<file path="config.mk">
export PLATFORM = sky130hd
export DESIGN_NAME = bfa_sequencer
export DESIGN_NICKNAME = d
export VERILOG_FILES = /design/src/sv/bfa_pkg.sv /design/src/sv/bfa_sequencer.sv
export SDC_FILE = /design/constraint.sdc
export NUM_CORES = 1
export LEC_CHECK = 0
export BUFFER_PORTS_ARGS = -buffer_cell sky130_fd_sc_hd__buf_2
export CAP_MARGIN = 30
export CORE_MARGIN = 1
export CORE_UTILIZATION = 50
export DETAILED_ROUTE_END_ITERATION = 8
export HOLD_SLACK_MARGIN = 0.03
export PLACE_DENSITY = 0.81
export SYNTH_ARGS = -nofsm -noshare
export SYNTH_HDL_FRONTEND = slang
export SYNTH_SLANG_ARGS = --single-unit
export TNS_END_PERCENT = 50
</file>
<file path="constraint.sdc">
create_clock -name clock -period 2.4 [get_ports clock]
set_input_delay 0.48 -clock clock [delete_from_list [all_inputs] [get_ports clock]]
set_output_delay 0.48 -clock clock [all_outputs]
set_load 0.1 [all_outputs]
</file>
<file path="src/sv/bfa_pkg.sv">
// ----------------------------------------------------------------------------
// bfa_pkg: shared types, constants and microprogram of the frame allocator
//
// Bitmap geometry, field widths, codes, control and flag structs, and the
// read-only control store that sequences the datapath.
// ----------------------------------------------------------------------------
package bfa_pkg;

   localparam int STORE_FRAMES = 32768;
   localparam int PAGE_BYTES   = 4096;
   localparam int WORD_BITS    = 32;

   localparam int MAP_WORDS  = (STORE_FRAMES + WORD_BITS - 1) / WORD_BITS;
   localparam int WIDX_W     = $clog2(MAP_WORDS);
   localparam int BIT_W      = $clog2(WORD_BITS);
   localparam int IDX_W      = WIDX_W + BIT_W;
   localparam int FRAME_W    = $clog2(STORE_FRAMES + 1);
   localparam int NW_W       = FRAME_W - BIT_W;
   localparam int PAGE_SHIFT = $clog2(PAGE_BYTES);

   localparam int CFG_W      = 16;
   localparam int CMP_W      = (FRAME_W > CFG_W) ? FRAME_W : CFG_W;
   localparam int MODE_W     = 2;
   localparam int STATUS_W   = 2;
   localparam int REQ_ADDR_W = 32;
   localparam int ADDR_W     = 27;
   localparam int DATA_W     = 32;
   localparam int REQ_FRAME_W = REQ_ADDR_W - PAGE_SHIFT;
   localparam int OOR_W      = (REQ_FRAME_W > FRAME_W) ? REQ_FRAME_W : FRAME_W;
   localparam int CSR_IDX_W  = 1;

   localparam logic [CFG_W-1:0] FRAME_COUNT_RESET = CFG_W'(32768);
   localparam logic [CFG_W-1:0] RESERVED_RESET    = '0;

   localparam logic [CSR_IDX_W-1:0] CSR_FRAME_COUNT = 1'b0;
   localparam logic [CSR_IDX_W-1:0] CSR_RESERVED    = 1'b1;

   localparam logic [MODE_W-1:0] MODE_INIT  = 2'd0;
   localparam logic [MODE_W-1:0] MODE_ALLOC = 2'd1;
   localparam logic [MODE_W-1:0] MODE_FREE  = 2'd2;

   typedef enum logic [STATUS_W-1:0] {
      ST_DONE     = 2'd0,
      ST_NO_FRAME = 2'd1,
      ST_RANGE    = 2'd2
   } status_type;

   typedef enum logic [3:0] {
      COND_ALWAYS,
      COND_REQ,
      COND_ALLOC,
      COND_FREE,
      COND_INIT,
      COND_LAST,
      COND_STOP,
      COND_HIT,
      COND_OOR,
      COND_BUSY
   } cond_type;

   typedef enum logic {
      ADR_CNT,
      ADR_TGT
   } adr_sel_type;

   typedef enum logic [1:0] {
      WR_NONE,
      WR_FILL,
      WR_SET,
      WR_CLR
   } wr_sel_type;

   typedef enum logic [2:0] {
      RSP_NONE,
      RSP_DONE,
      RSP_GRANT,
      RSP_OOM,
      RSP_RANGE
   } rsp_kind_type;

   typedef enum logic [4:0] {
      P_BOOT,
      P_BOOT_FILL,
      P_IDLE,
      P_DISP_A,
      P_DISP_F,
      P_DISP_I,
      P_INIT_FILL,
      P_EMIT_DONE,
      P_ALLOC_START,
      P_ALLOC_SCAN,
      P_ALLOC_CHK,
      P_GRANT_RD,
      P_GRANT_WR,
      P_EMIT_GRANT,
      P_EMIT_OOM,
      P_FREE_CHK,
      P_FREE_RD,
      P_FREE_WR,
      P_EMIT_RANGE
   } step_type;

   typedef struct packed {
      logic         accept;
      logic         ld_n_zero;
      logic         ld_n_res;
      logic         cnt_clr;
      logic         cnt_inc;
      logic         mem_rd;
      adr_sel_type  adr_sel;
      wr_sel_type   wr_sel;
      logic         eval;
      rsp_kind_type rsp_kind;
      cond_type     cond;
      step_type     tgt_t;
      step_type     tgt_f;
   } ctrl_type;

   typedef struct packed {
      logic req_valid;
      logic mode_alloc;
      logic mode_free;
      logic mode_init;
      logic cnt_last;
      logic scan_stop;
      logic hit;
      logic oor;
      logic rsp_busy;
   } flags_type;

   // Limits a configured frame count to the size of the store.
   function automatic logic [FRAME_W-1:0] clip_frames(input logic [CFG_W-1:0] v);
      logic [CMP_W-1:0] wide;
      wide = CMP_W'(v);
      if (wide > CMP_W'(STORE_FRAMES)) begin
         wide = CMP_W'(STORE_FRAMES);
      end
      return wide[FRAME_W-1:0];
   endfunction

   // Bits of bitmap word w whose frames lie below n.
   function automatic logic [WORD_BITS-1:0] frames_mask(input logic [WIDX_W-1:0] w,
                                                        input logic [FRAME_W-1:0] n);
      logic [NW_W-1:0]      nw;
      logic [NW_W-1:0]      ww;
      logic [WORD_BITS-1:0] m;
      nw = n[FRAME_W-1:BIT_W];
      ww = NW_W'(w);
      if (ww < nw) begin
         m = '1;
      end else if (ww == nw) begin
         m = ~({WORD_BITS{1'b1}} << n[BIT_W-1:0]);
      end else begin
         m = '0;
      end
      return m;
   endfunction

   function automatic ctrl_type ucode_rom(input step_type step);
      ctrl_type c;
      c = '0;
      c.adr_sel  = ADR_CNT;
      c.wr_sel   = WR_NONE;
      c.rsp_kind = RSP_NONE;
      c.cond     = COND_ALWAYS;
      c.tgt_t    = P_IDLE;
      c.tgt_f    = P_IDLE;
      case (step)
         P_BOOT: begin
            c.ld_n_zero = 1'b1;
            c.cnt_clr   = 1'b1;
            c.tgt_t     = P_BOOT_FILL;
         end
         P_BOOT_FILL: begin
            c.wr_sel  = WR_FILL;
            c.cnt_inc = 1'b1;
            c.cond    = COND_LAST;
            c.tgt_t   = P_IDLE;
            c.tgt_f   = P_BOOT_FILL;
         end
         P_IDLE: begin
            c.accept   = 1'b1;
            c.ld_n_res = 1'b1;
            c.cnt_clr  = 1'b1;
            c.cond     = COND_REQ;
            c.tgt_t    = P_DISP_A;
            c.tgt_f    = P_IDLE;
         end
         P_DISP_A: begin
            c.cond  = COND_ALLOC;
            c.tgt_t = P_ALLOC_START;
            c.tgt_f = P_DISP_F;
         end
         P_DISP_F: begin
            c.cond  = COND_FREE;
            c.tgt_t = P_FREE_CHK;
            c.tgt_f = P_DISP_I;
         end
         P_DISP_I: begin
            c.cond  = COND_INIT;
            c.tgt_t = P_INIT_FILL;
            c.tgt_f = P_EMIT_DONE;
         end
         P_INIT_FILL: begin
            c.wr_sel  = WR_FILL;
            c.cnt_inc = 1'b1;
            c.cond    = COND_LAST;
            c.tgt_t   = P_EMIT_DONE;
            c.tgt_f   = P_INIT_FILL;
         end
         P_EMIT_DONE: begin
            c.rsp_kind = RSP_DONE;
            c.cond     = COND_BUSY;
            c.tgt_t    = P_EMIT_DONE;
            c.tgt_f    = P_IDLE;
         end
         P_ALLOC_START: begin
            c.mem_rd  = 1'b1;
            c.cnt_inc = 1'b1;
            c.tgt_t   = P_ALLOC_SCAN;
         end
         P_ALLOC_SCAN: begin
            c.mem_rd  = 1'b1;
            c.cnt_inc = 1'b1;
            c.eval    = 1'b1;
            c.cond    = COND_STOP;
            c.tgt_t   = P_ALLOC_CHK;
            c.tgt_f   = P_ALLOC_SCAN;
         end
         P_ALLOC_CHK: begin
            c.cond  = COND_HIT;
            c.tgt_t = P_GRANT_RD;
            c.tgt_f = P_EMIT_OOM;
         end
         P_GRANT_RD: begin
            c.mem_rd  = 1'b1;
            c.adr_sel = ADR_TGT;
            c.tgt_t   = P_GRANT_WR;
         end
         P_GRANT_WR: begin
            c.adr_sel = ADR_TGT;
            c.wr_sel  = WR_SET;
            c.tgt_t   = P_EMIT_GRANT;
         end
         P_EMIT_GRANT: begin
            c.rsp_kind = RSP_GRANT;
            c.cond     = COND_BUSY;
            c.tgt_t    = P_EMIT_GRANT;
            c.tgt_f    = P_IDLE;
         end
         P_EMIT_OOM: begin
            c.rsp_kind = RSP_OOM;
            c.cond     = COND_BUSY;
            c.tgt_t    = P_EMIT_OOM;
            c.tgt_f    = P_IDLE;
         end
         P_FREE_CHK: begin
            c.cond  = COND_OOR;
            c.tgt_t = P_EMIT_RANGE;
            c.tgt_f = P_FREE_RD;
         end
         P_FREE_RD: begin
            c.mem_rd  = 1'b1;
            c.adr_sel = ADR_TGT;
            c.tgt_t   = P_FREE_WR;
         end
         P_FREE_WR: begin
            c.adr_sel = ADR_TGT;
            c.wr_sel  = WR_CLR;
            c.tgt_t   = P_EMIT_DONE;
         end
         P_EMIT_RANGE: begin
            c.rsp_kind = RSP_RANGE;
            c.cond     = COND_BUSY;
            c.tgt_t    = P_EMIT_RANGE;
            c.tgt_f    = P_IDLE;
         end
         default: begin
            c.tgt_t = P_IDLE;
         end
      endcase
      return c;
   endfunction

endpackage

</file>
<file path="src/sv/bfa_sequencer.sv">
// ----------------------------------------------------------------------------
// bfa_sequencer: step counter and control store
//
// Holds the current step, reads its control word from the control store and
// picks the next step from the word's condition and its two jump targets.
// ----------------------------------------------------------------------------
module bfa_sequencer
   import bfa_pkg::*;
(
   input  logic      clock,
   input  logic      reset,
   input  flags_type flags,
   output ctrl_type  ctrl
);

   step_type pc_ff;
   step_type pc_in;
   logic     cond_true;

   assign ctrl = ucode_rom(pc_ff);

   always_comb begin
      case (ctrl.cond)
         COND_ALWAYS: cond_true = 1'b1;
         COND_REQ:    cond_true = flags.req_valid;
         COND_ALLOC:  cond_true = flags.mode_alloc;
         COND_FREE:   cond_true = flags.mode_free;
         COND_INIT:   cond_true = flags.mode_init;
         COND_LAST:   cond_true = flags.cnt_last;
         COND_STOP:   cond_true = flags.scan_stop;
         COND_HIT:    cond_true = flags.hit;
         COND_OOR:    cond_true = flags.oor;
         COND_BUSY:   cond_true = flags.rsp_busy;
         default:     cond_true = 1'b1;
      endcase
      pc_in = cond_true ? ctrl.tgt_t : ctrl.tgt_f;
   end

   always_ff @(posedge clock) begin
      if (reset) begin
         pc_ff <= P_BOOT;
      end else begin
         pc_ff <= pc_in;
      end
   end

endmodule

</file>
==> run summary, run 1 <==
The flow did not finish. The failing step is 5_1_grt. The first error in the log reads "[ERROR GRT-0232] Routing congestion too high. Check the congestion heatmap in the GUI".

Summed over its instances, the top area cell type makes up 9.55% of the synthesized netlist area. During synthesis, Yosys emitted a total of 0 warnings. Yosys mapped a number of flops with a built-in enable equal to 0. The prevailing post-synth register cell was sky130_fd_sc_hd__dfxtp_1. The initial cell density of the core came out at 53.4%. Cell taking the most area after synthesis: sky130_fd_sc_hd__dfxtp_1. The count of buffers inserted at the top-level ports was 37.

Of the synthesized area, sequential elements account for 9.55%. The floorplan step set the die width to 47.8 µm. The area of the mapped netlist is 0.00105 mm². The die boundary height works out to 47.8 µm.

In the synthesized netlist, the number of instances is 167. The number of placed instances with taps included was 237; the number of synthesized register bits was 5. Entering global routing, the biggest net connects 31 pins. In this run, CTS created clock tree buffers numbering 3. The synthesized netlist net count came out at 178.

The number of different library cells in the post-synthesis netlist is 45. In the synthesized netlist the async set-or-reset flop fraction comes to 0%. When the last timing repair stopped, the worst path ended at ctrl[10]. The logs give 79 for the global-route congestion overflow total and 38 for the number of top-level pins. Post-CTS timing repair inserted 0 buffers for setup. H-tree depth: 1.

The placer congestion estimate is 1.13, and the total number of clock tree sinks is 5. The run gives 2 as the number of buffers between clock root and the deepest sink. After the last repair the worst path ends at an output port. For the number of placement rows, the log shows 16.

The combined global-route utilization of all metal layers was 81.5%. By area the synthesized netlist is led by sky130_fd_sc_hd__dfxtp_1, sky130_fd_sc_hd__nor2_1, sky130_fd_sc_hd__a21oi_1, sky130_fd_sc_hd__nor2b_1, sky130_fd_sc_hd__nand2_1. Root buffer selected by CTS: sky130_fd_sc_hd__clkbuf_4.

The HPWL after detailed placement is 4000 µm. The average footprint of a synthesized cell works out to 6.28 µm².
-- cell families after synthesis --
group | after synthesis | share of synthesized area (%)
and+or+nand+nor | 78 | 38.5
AOI/OAI and AO/OA | 55 | 35.4
buffers and inverters | 25 | 12.2
DFF | 5 | 9.55
muxes | 4 | 4.30
-- Yosys cell counts, drive strengths merged, types with 4 or more instances --
cell type and n:
a22oi 4, a21oi 13, inv 7, nor2b 10, clkbuf 4, o21ai 14, nor3 6, nand2b 7
nand2 14, buf 14, dfxtp 5, nor2 23
-- per-stage QoR --
step                      utilization [%]  worst slack, ns  setup TNS [ns]  hold slack (ns)  cell area (µm²)
after detailed placement             93.7         -0.00552        -0.00552            0.735             1840
after global placement               93.7            0.139               0            0.685             1840
after CTS                            95.5         -0.00748        -0.00748            0.578             1870
after floorplan                         -           -0.322           -2.29            0.750             1240
-- layer usage --
| layer | track usage [%] | overflow |
|---|---|---|
| met2 | 107 | 47 |
| met3 | 51.7 | 0 |
| met4 | 104 | 32 |
| met1 | 75.5 | 0 |
| met5 | 10.0 | 0 |
-- timing repair --
item                       CTS
hold buffers                 0
pin swaps                    1
resized for setup            5
setup endpoints to repair   11
==> inputs of run 2 (changes only) <==
--- a/config.mk
+++ b/config.mk
@@ -7,11 +7,10 @@
 export LEC_CHECK = 0
 export BUFFER_PORTS_ARGS = -buffer_cell sky130_fd_sc_hd__buf_2
 export CAP_MARGIN = 30
-export CORE_MARGIN = 1
-export CORE_UTILIZATION = 50
+export CORE_AREA = 2 2 63 65
 export DETAILED_ROUTE_END_ITERATION = 8
-export HOLD_SLACK_MARGIN = 0.03
-export PLACE_DENSITY = 0.81
+export DIE_AREA = 0 0 65 67
+export PLACE_DENSITY_LB_ADDON = 0.15
 export SYNTH_ARGS = -nofsm -noshare
 export SYNTH_HDL_FRONTEND = slang
 export SYNTH_SLANG_ARGS = --single-unit
==> run summary, run 2 <==
Summed over all failing endpoints, the final setup total negative slack is 0 ns. The run gives 3200 µm (-20%) as the post-DP HPWL. The critical path starts at pc_ff[3]$_SDFF_PP0_. Share of the synthesized area in the top cell type: 9.55% (unchanged).

In this run the critical register-to-register path is launched from pc_ff[3]$_SDFF_PP0_. The required time of the worst setup path is 2.50 ns, and the total wire length after detailed routing is 3980 µm. The most used flip-flop cell after synthesis is sky130_fd_sc_hd__dfxtp_1. Setup violations remaining at the end of the flow were counted as 0.

The kind of start point of the critical path was a flop. Entering global routing, the biggest net connects 30 pins. The number of standard cells after synthesis was 167 (unchanged); the mean number of vias per cell was 5.36.

The destination of the critical timing path was pc_ff[3]$_SDFF_PP0_. The core area was 0.00361 mm². Largest stage delay on the critical path: 0.46 ns.

Once layout is complete, the utilization of the core stands at 55.0%. The reg-to-reg setup timing slack is 0.02 ns. The die boundary height came out at 67 µm (+40%). The repair_antennas step left the layout with diodes totalling 0. The multi-input combinational cells in the finished layout cover a total of 960 µm². The number of synthesized register bits works out to 5 (unchanged).

Of all nets on the critical path, the largest fanout is 29. The hold violation total from the final report came out at 0. Via count of the first global-routing pass: 1361. The critical path runs through a total of 8 cells. The most common cell in the synthesized netlist is sky130_fd_sc_hd__nor2_1. Static timing analysis puts the maximum clock frequency at 0.420 GHz.

The run gives 2.49 ns as the data arrival time at the worst-slack endpoint. After synthesis, the most frequently instantiated cells are sky130_fd_sc_hd__nor2_1, sky130_fd_sc_hd__nand2_1, sky130_fd_sc_hd__a21oi_1, sky130_fd_sc_hd__nor2b_1. Broken down by cell family, the worst path's largest delay share belongs to compound AO/OA/AOI/OAI gates. The logs give 3 (unchanged) for the total CTS buffers and 2 (unchanged) for the number of buffers between clock root and the deepest sink. The later pin in the worst-skew pair is clocked with a latency of 0.22 ns. Clock tree synthesis selected as its root buffer the cell sky130_fd_sc_hd__clkbuf_8.

The logs give 56 for the initial detailed-routing violation count and 0 for the count of antenna-violating nets left after detailed routing. The via count is 1416, and the clock transition at the registers of the reported paths is 0.03 ns. Average footprint of a synthesized cell: 6.28 µm² (unchanged).

The sequential share of the synthesized area was 9.55% (unchanged). The worst setup path is captured at a flop. Leaving out fill and tap cells, the most frequent cell in the layout is sky130_fd_sc_hd__buf_12. Traced cell by cell, the critical path runs through buf_12 -> and3b_1 -> o211a_1 -> a221oi_2 -> o311ai_1 -> a222oi_1 -> buf_4 -> mux2_4. Ranked by total cell area, the synthesized netlist is headed by sky130_fd_sc_hd__dfxtp_1, sky130_fd_sc_hd__nor2_1, sky130_fd_sc_hd__a21oi_1, sky130_fd_sc_hd__nor2b_1, sky130_fd_sc_hd__nand2_1. The average wire per cell in the routed design was 15.1 µm; the area of the mapped netlist was 0.00105 mm² (unchanged). Number of antenna violations at the first check in global routing: 0.

Of all cell types, the one taking the most synthesized area is sky130_fd_sc_hd__dfxtp_1. Setup repair after global routing could not meet its margin everywhere. The global-route congestion overflow total was 0.

The area growth from synthesis to layout is 89.0%. The worst hold path belongs to the class in -> reg. For this run, design rule violations remaining after detail routing come to 0. For the number of top-level pins, the log shows 38 (unchanged).

The tools report the total number of clock tree sinks as 5 (unchanged). The die covers 0.00436 mm². The tightest hold path in the finished design has a slack of 0.572 ns. The layout has 323 filler cells. The run finished with clean final reports.

The run gives 22 (+6) as the number of placement rows. The synthesized netlist net count is 178 (unchanged), and the width of the chip is 65 µm (+36%). H-tree depth: 1 (unchanged). The tools report the max-slew violation total from the final report as 0. The transition time at the pin with the least slew margin is 0.486 ns. pc_ff holds more flip-flops than any other register. The number of enable-type register cells in the synthesized netlist was 0 (unchanged); the share of layout cells above drive strength 1 was 46.8%. The largest registers in the layout are pc_ff: 5 flops. The initial cell density of the core came out at 29.1% (-24 points). Time the worst path needs with I/O delays and setup: 2.38 ns.

The final setup skew is 0.000248 ns. The tools report the capture instance of the worst register-to-register path as pc_ff[3]$_SDFF_PP0_. The final critical-path share of the clock period was 99.3%. Leaving out fill and tap cells, the most frequent cells in the layout are sky130_fd_sc_hd__buf_12, sky130_fd_sc_hd__buf_4, sky130_fd_sc_hd__nor2_1, sky130_fd_sc_hd__nand2_1, sky130_fd_sc_hd__buf_2. The relative slew slack was 67.8%; the placer congestion estimate was 0.934 (-17%).

The count of buffers inserted at the top-level ports was 37 (unchanged); the cell count of the worst reg-to-reg path was 8. For the combined global-route utilization of all metal layers, the log shows 19.3%. TritonCTS built the clock tree. The slowest stage of the critical path is the sky130_fd_sc_hd__a222oi_1 cell. Together, buffers and inverters on the worst path number 2. The number of warning messages in the yosys log was 0 (unchanged). The share of flip-flops with an asynchronous set or reset after synthesis is 0% (unchanged). Registers take 108 µm². Number of flip-flops in the largest register: 5. The critical path is of the reg -> reg type. The number of maximum-capacitance constraint violations is 0. The logs give 4 for the detailed-router iteration count before antenna repair and 0 (unchanged) for the cts-stage hold buffer count. For this run, the post-layout net count is 228. The wire length of the first global-routing pass was 6680 µm; the number of different library cells in the post-synthesis netlist was 45 (unchanged).
[run 2: area by class of cell]
class,instances,share of cell area [%]
Sequential cell,5,5.43
Clock buffer,4,2.27
Tap cell,48,3.03
Multi-Input combinational cell,137,48.4
Timing Repair Buffer,63,39.5
Inverter,7,1.33
[run 2: worst min path at each step]
stage,from,endpoint,depth (start not counted)
after floorplan,pc_ff[4]$_SDFF_PP0_,pc_ff[4]$_SDFF_PP0_,3
after CTS,reset,pc_ff[4]$_SDFF_PP0_,2
after global placement,pc_ff[4]$_SDFF_PP0_,pc_ff[2]$_SDFF_PP0_,2
final,reset,pc_ff[4]$_SDFF_PP0_,2
after global routing,reset,pc_ff[4]$_SDFF_PP0_,2
after detailed placement,pc_ff[4]$_SDFF_PP0_,pc_ff[2]$_SDFF_PP0_,2
[run 2: metal layers]
layer | GRT usage (%) | part of all wire [%] | wire length (µm) | vias up
li1 | - | - | - | 699
met1 | 26.5 | 43 | 1720 | 647
met2 | 32.1 | 48 | 1930 | 62
met3 | 1.86 | 6.2 | 246 | 8
met4 | 4.79 | 2.2 | 89 | 0
met5 | 0 | 0 | 0 | -
[run 2: what timing repair did]
item / 4_1_cts / 5_1_grt
pin swaps: 1 / 2
setup endpoints to repair: 2 / 12
buffers inserted: 0 / 3
gates resized for setup: 1 / 6
[run 2: cell families (layout without fill, tap and decap cells)]
kind of cell           Yosys count  count (layout)  share of synthesized area [%]
AOI/OAI and AO/OA               55              55                           35.4
DFF                              5               5                           9.55
muxes                            4               4                           4.30
buffers and inverters           25              74                           12.2
and+or+nand+nor                 78              78                           38.5
[run 2: metrics by stage]
stage	instances	worst slack, ns	cell area, µm²
floorplan	167	-0.322	1240
global route	264	-0.0227	1980
CTS	261	0.00122	1950
global placement	257	0.132	1900
detailed placement	257	0.0611	1900
finish	264	0.0164	1980
Power of run 2 is left out: the tool's default activity adds up to more than one toggle a clock period on the data nets, which glitch-free logic cannot reach.
==> inputs of run 3 (changes only) <==
==> constraint.sdc (replaced) <==
create_clock -name clock -period 2.4 [get_ports clock]
set_input_delay 0.12 -clock clock [delete_from_list [all_inputs] [get_ports clock]]
set_output_delay 0.12 -clock clock [all_outputs]
set_load 0.1 [all_outputs]
==> run summary, run 3 (synthesis results as in run 2) <==
The tools report the via count as 1440 (+1.7%). The total wire length after detailed routing came out at 4020 µm (+1.1%). The run gives 6180 µm (-7.4%) as the wire length of the first global-routing pass. The mean number of vias per cell is 5.45 (+1.7%). The count of buffers inserted at the top-level ports works out to 37 (unchanged).

The launching point of the worst reg2reg path was pc_ff[1]$_SDFF_PP0_. The largest stage delay on the critical path was 0.46 ns (about the same). TritonCTS built the clock tree. The transition time at the pin with the least slew margin works out to 0.490 ns (+0.00459 ns). The logs give 2.48 ns (about the same) for the data arrival time at the worst-slack endpoint and 0 (unchanged) for the number of maximum-capacitance constraint violations. The full die area was 0.00436 mm² (unchanged). The maximum number of pins on one net before global-route repair is 31 (+3.3%), and the number of flip-flops in the largest register is 5 (unchanged). The width of the chip is 65 µm (unchanged). The core area came out at 0.00361 mm² (unchanged).

The path class of the tightest hold or removal check is in -> reg. The later-pin clock latency in the skew report was 0.22 ns (about the same). The logs give 0 (unchanged) for the count of final setup violators and 0 (unchanged) for the count of inserted antenna diode cells. The clock transition at the registers of the reported paths was 0.03 ns (about the same). In the layout the commonest cells are sky130_fd_sc_hd__buf_2, sky130_fd_sc_hd__buf_4, sky130_fd_sc_hd__nor2_1, sky130_fd_sc_hd__buf_12, sky130_fd_sc_hd__nand2_1. Initial detailed-routing violation count: 126 (+130%). The flow ran to the end, and the final reports show no timing, DRC or antenna violations. Most common library cell in the layout ignoring fill and taps: sky130_fd_sc_hd__buf_2. The logs give 29.1% (unchanged) for the initial cell density of the core and 1296 (-4.8%) for the via count of the first global-routing pass.

The critical path goes through buf_6 -> buf_4 -> buf_4 -> or3b_1 -> a21oi_1 -> o211ai_1 -> o311ai_1 -> a222oi_1 -> buf_4 -> mux2_4. The largest registers in the layout are pc_ff: 5 flops. The critical path start-end classification is reg -> reg. The sequential cell area in the final layout is 109 µm² (+1.2%), and the maximum clock rate is 0.420 GHz (+0.19%). In this run the worst setup path begins at pc_ff[1]$_SDFF_PP0_.

The combined global-route utilization of all metal layers was 17.6% (-1.7 points). The count of antenna-violating nets left after detailed routing came out at 0 (unchanged). The relative slew slack is 67.5% (-0.30 points). Capture instance of the worst register-to-register path: pc_ff[3]$_SDFF_PP0_.

For the placer congestion estimate, the log shows 0.941 (+0.76%). The run gives 3 (unchanged) as the total CTS buffers. Max-slew violation total from the final report: 0 (unchanged).

Compared with the post-synthesis result, the final layout area differs by 74.9%. The die boundary height was 67 µm (unchanged); the cell count of the worst reg-to-reg path was 10 (+2). The tools report the required time of the worst setup path as 2.50 ns (about the same). The reg-to-reg setup timing slack was 0.02 ns (about the same).

The final critical-path share of the clock period was 99.1% (-0.19 points); the detailed-router iteration count before antenna repair was 4 (unchanged). The time the worst path needs with I/O delays and setup was 2.38 ns (-0.00445 ns); the total number of clock tree sinks was 5 (unchanged). The average wire per cell in the routed design is 15.2 µm (+1.1%), and the final setup skew is 0.000629 ns (+0.000381 ns). The share of layout cells above drive strength 1 was 44.0% (-2.8 points). The post-DP HPWL was 2900 µm (-9.6%); the total number of nets in the final design was 228 (unchanged). For the hold violation total from the final report, the log shows 0 (unchanged). The root buffer selected by CTS is sky130_fd_sc_hd__clkbuf_8. The tools report the number of placement rows as 22 (unchanged). STA classifies the critical path startpoint as a flop.

The cts-stage hold buffer count came out at 0 (unchanged). The tools report the number of buffers between clock root and the deepest sink as 2 (unchanged). The setup slack of the critical path after layout was 0.0209 ns (+0.00445 ns). The setup slack at placement was -0.00429 ns (-0.0654 ns). Remaining routing DRC violations: 0 (unchanged). The number of filler instances in the final layout came out at 342 (+5.9%). The critical-path maximum fanout came out at 5 (-83%).

Most used cell along the critical path: sky130_fd_sc_hd__buf_4. The number of top-level pins was 38 (unchanged). The destination of the critical timing path was pc_ff[3]$_SDFF_PP0_. STA classifies the critical path endpoint as a flop. Worst hold path depth: 2 (unchanged). The run gives 945 µm² (-1.6%) as the multi-input gate area in the final layout. The global-route congestion overflow total was 0 (unchanged). For this design, the slowest cell found on the critical path is sky130_fd_sc_hd__a222oi_1. For the H-tree depth, the log shows 1 (unchanged).

Number of antenna violations at the first check in global routing: 0 (unchanged). More flip-flops sit in one register than any other, and that register is pc_ff.
## run 3: changes by cell type in the layout (fill, tap and decap cells not counted), sizes merged
cell,previous run,this run
buf,62,63
clkbuf,5,4
clkinvlp,0,1
inv,7,6
## run 3: final cells by class
type | instances | area share, %
Tap cell | 48 | 3.27
Multi-Input combinational cell | 137 | 51.5
Sequential cell | 5 | 5.93
Clock buffer | 4 | 2.46
Timing Repair Buffer | 63 | 35.2
Inverter | 7 | 1.64
## run 3: worst min-delay path by stage
stage / endpoint / from
3_3_place_gp: pc_ff[4]$_SDFF_PP0_ / reset
5_1_grt: pc_ff[4]$_SDFF_PP0_ / reset
2_1_floorplan: pc_ff[4]$_SDFF_PP0_ / reset
4_1_cts: pc_ff[4]$_SDFF_PP0_ / reset
6_report: pc_ff[4]$_SDFF_PP0_ / reset
3_5_place_dp: pc_ff[4]$_SDFF_PP0_ / reset
## run 3: metal layers
layer  global-route usage [%]  wire length (µm)
met2                     28.7              1990
met3                     2.36               227
met5                        0                 0
met1                     24.0              1770
met4                     5.05                29
## run 3: what timing repair did
item                                   in CTS  in global routing
setup endpoints to repair                   1                  4
gates cloned                                0                  1
gates resized for setup                     0                 16
endpoints found under the hold margin       0                  0
buffers inserted                            0                  6
pin swaps                                   1                  5
## run 3: stage by stage
stage	cells	TNS, ns	util (%)	cell area, µm²	hold WS [ns]
after global routing	264	-0.0860	50.9	1830	0.241
after floorplan	167	-3.36	-	1150	0.467
final	264	0	50.9	1830	0.225
after detailed placement	253	-0.00429	46.8	1690	0.444
after CTS	257	0	48.1	1730	0.215
after global placement	253	0	46.8	1690	0.430
## run 3: critical path, delay by kind of cell (launching register included)
family	cells	cell delay, ns
compound gates	4	0.90
buf+inv	4	0.55
flops	1	0.36
mux	1	0.30
simple gates	1	0.16
Power of run 3 is left out for the same reason.
==> inputs of run 4 (changes only) <==
==> constraint.sdc (replaced) <==
create_clock -name clock -period 2.4 [get_ports clock]
set_input_delay 0.36 -clock clock [delete_from_list [all_inputs] [get_ports clock]]
set_output_delay 0.36 -clock clock [all_outputs]
set_load 0.1 [all_outputs]
==> run summary, run 4 (synthesis results as in run 2) <==
Counting flops per register, the top entry is pc_ff. The run gives 0.00191 mm² (+4.2%) as the finished layout cell area. Total wire length after detailed routing: 4100 µm (+1.9%). Number of top-level pins: 38 (unchanged).

The library cells used most frequently in the layout, excluding fill and tap cells, are sky130_fd_sc_hd__buf_4, sky130_fd_sc_hd__buf_12, sky130_fd_sc_hd__nor2_1, sky130_fd_sc_hd__buf_2, sky130_fd_sc_hd__nand2_1. The maximum number of pins on one net before global-route repair was 19 (-39%). The timing startpoint of the critical path is pc_ff[0]$_SDFF_PP0_. For the count of inserted antenna diode cells, the log shows 0 (unchanged). For the final cell count without fillers, the log shows 268 (+1.5%). The tools report the capture instance of the worst register-to-register path as pc_ff[3]$_SDFF_PP0_. TritonCTS built the clock tree.

The tools report the count of final setup violators as 0 (unchanged). The number of flip-flops in the largest register is 5 (unchanged). The run gives 0 (unchanged) as the count of antenna-violating nets left after detailed routing. For the maximum clock rate, the log shows 0.435 GHz (+3.5%). For the later-pin clock latency in the skew report, the log shows 0.22 ns (about the same). In this run the critical register-to-register path is launched from pc_ff[0]$_SDFF_PP0_.

Total CTS buffers: 3 (unchanged). The critical path start-end classification was reg -> out. The clock transition at the registers of the reported paths is 0.04 ns (about the same), and the final critical-path share of the clock period is 95.8% (-3.3 points). The run gives 272 µm (+20%) as the length of routed met3 wiring.

The width of the chip works out to 65 µm (unchanged). The count of buffers inserted at the top-level ports is 37 (unchanged). Smallest hold slack: 0.452 ns (+0.227 ns). The cell count of the worst reg-to-reg path was 7 (-3); the hold violation total from the final report was 0 (unchanged). The reg-to-reg setup timing slack is 0.12 ns (+0.10 ns). The run gives 1 (unchanged) as the H-tree depth. The total number of clock tree sinks was 5 (unchanged).

The detailed-router iteration count before antenna repair came out at 4 (unchanged). The time the worst path needs with I/O delays and setup came out at 2.30 ns (-0.0802 ns). STA classifies the critical path endpoint as a primary output. The run finished with clean final reports.

Number of buffers between clock root and the deepest sink: 2 (unchanged). Cell area after placement: 0.00184 mm² (+8.8%). The share of layout cells above drive strength 1 works out to 41.4% (-2.6 points). The global-route congestion overflow total came out at 0 (unchanged).

The tightest min-delay check is of the in -> reg type. The most critical setup path has its endpoint at ctrl[10]. The tools report the routed length on met2 as 2020 µm (+1.2%). The tools report the kind of start point of the critical path as a flop. The max-slew violation total from the final report is 0 (unchanged), and the number of filler instances in the final layout is 349 (+2.0%). The area growth from synthesis to layout is 82.3%. Via count of the first global-routing pass: 1325 (+2.2%).

The cts-stage hold buffer count is 0 (unchanged). The initial cell density of the core was 29.1% (unchanged). The via count is 1430 (-0.69%). The routed length on met1 was 1760 µm (-0.73%); the data arrival time at the worst-slack endpoint was 1.94 ns (-0.54 ns).

The number of maximum-capacitance constraint violations is 0 (unchanged), and the post-DP HPWL is 3250 µm (+12%). The tools report the number of placed instances with taps included as 261 (+3.2%). The total number of nets in the final design is 232 (+1.8%), and the average wire per cell in the routed design is 15.3 µm (+0.42%). Root buffer selected by CTS: sky130_fd_sc_hd__clkbuf_8. The tools report the placer congestion estimate as 1.00 (+6.2%).

Most common library cell in the layout ignoring fill and taps: sky130_fd_sc_hd__buf_4. The initial detailed-routing violation count came out at 131 (+4.0%). The largest registers in the layout are pc_ff: 5 flops. The required time of the worst setup path came out at 2.04 ns (-0.46 ns). The number of placement rows was 22 (unchanged); the transition time at the pin with the least slew margin was 0.484 ns (-0.00644 ns). For the core area, the log shows 0.00361 mm² (unchanged). The tools report the full die area as 0.00436 mm² (unchanged). The wire length of the first global-routing pass is 6600 µm (+6.8%), and the die boundary height is 67 µm (unchanged). The critical-path maximum fanout works out to 8 (+3).

The number of antenna violations at the first check in global routing was 0 (unchanged). Mean number of vias per cell: 5.34 (-2.2%). Final setup skew: 0.00231 ns (+0.00168 ns).

The run gives 0 (unchanged) as the remaining routing DRC violations. The relative slew slack was 68.0% (+0.43 points). The highest metal layer with signal wires is met4.

The tools report the combined global-route utilization of all metal layers as 19.6% (+2.0 points).
run 4: routing by layer:
metal	up-vias	GRT usage, %
met4	0	8.24
li1	700	-
met3	6	1.86
met1	664	27.4
met5	-	0
met2	60	30.5
run 4: worst max-delay path, cell delays in order (launching register included):
cell and delay, ns:
sky130_fd_sc_hd__dfxtp_1 0.46, sky130_fd_sc_hd__buf_4 0.19, sky130_fd_sc_hd__or3b_1 0.40, sky130_fd_sc_hd__a21oi_1 0.15, sky130_fd_sc_hd__nor2_1 0.05, sky130_fd_sc_hd__o22ai_1 0.25
sky130_fd_sc_hd__buf_12 0.21
run 4: final cells by class:
class / count / area, µm² / area share [%]
Clock buffer: 4 / 45.0 / 2.36
Sequential cell: 5 / 104 / 5.43
Multi-Input combinational cell: 137 / 908 / 47.5
Timing Repair Buffer: 67 / 768 / 40.2
Tap cell: 48 / 60.1 / 3.14
Inverter: 7 / 26.3 / 1.37
run 4: what timing repair did:
action / CTS / global route
gates resized for setup: 0 / 4
endpoints found under the setup margin: 0 / 2
setup buffers: 0 / 3
hold endpoints to repair: 0 / 0
run 4: worst min-delay path by stage:
stage               startpoint  slack (ns)  depth (start not counted)                  end
global placement         reset        0.66                          2  pc_ff[4]$_SDFF_PP0_
CTS                      reset        0.45                          2  pc_ff[4]$_SDFF_PP0_
detailed placement       reset        0.68                          2  pc_ff[4]$_SDFF_PP0_
floorplan                reset        0.71                          2  pc_ff[4]$_SDFF_PP0_
global route             reset        0.48                          2  pc_ff[4]$_SDFF_PP0_
finish                   reset        0.45                          2  pc_ff[4]$_SDFF_PP0_
run 4: per-stage QoR:
| stage | utilization, % | setup TNS, ns | worst slack [ns] |
|---|---|---|---|
| 4_1_cts | 52.2 | 0 | 0.0181 |
| 5_1_grt | 53.0 | -0.00934 | -0.00934 |
| 2_1_floorplan | - | -6.20 | -0.594 |
| 3_3_place_gp | 51.0 | 0 | 0.0691 |
| 3_5_place_dp | 51.0 | 0 | 0.0347 |
| 6_report | 53.0 | 0 | 0.101 |
Power of run 4 is left out for the same reason.
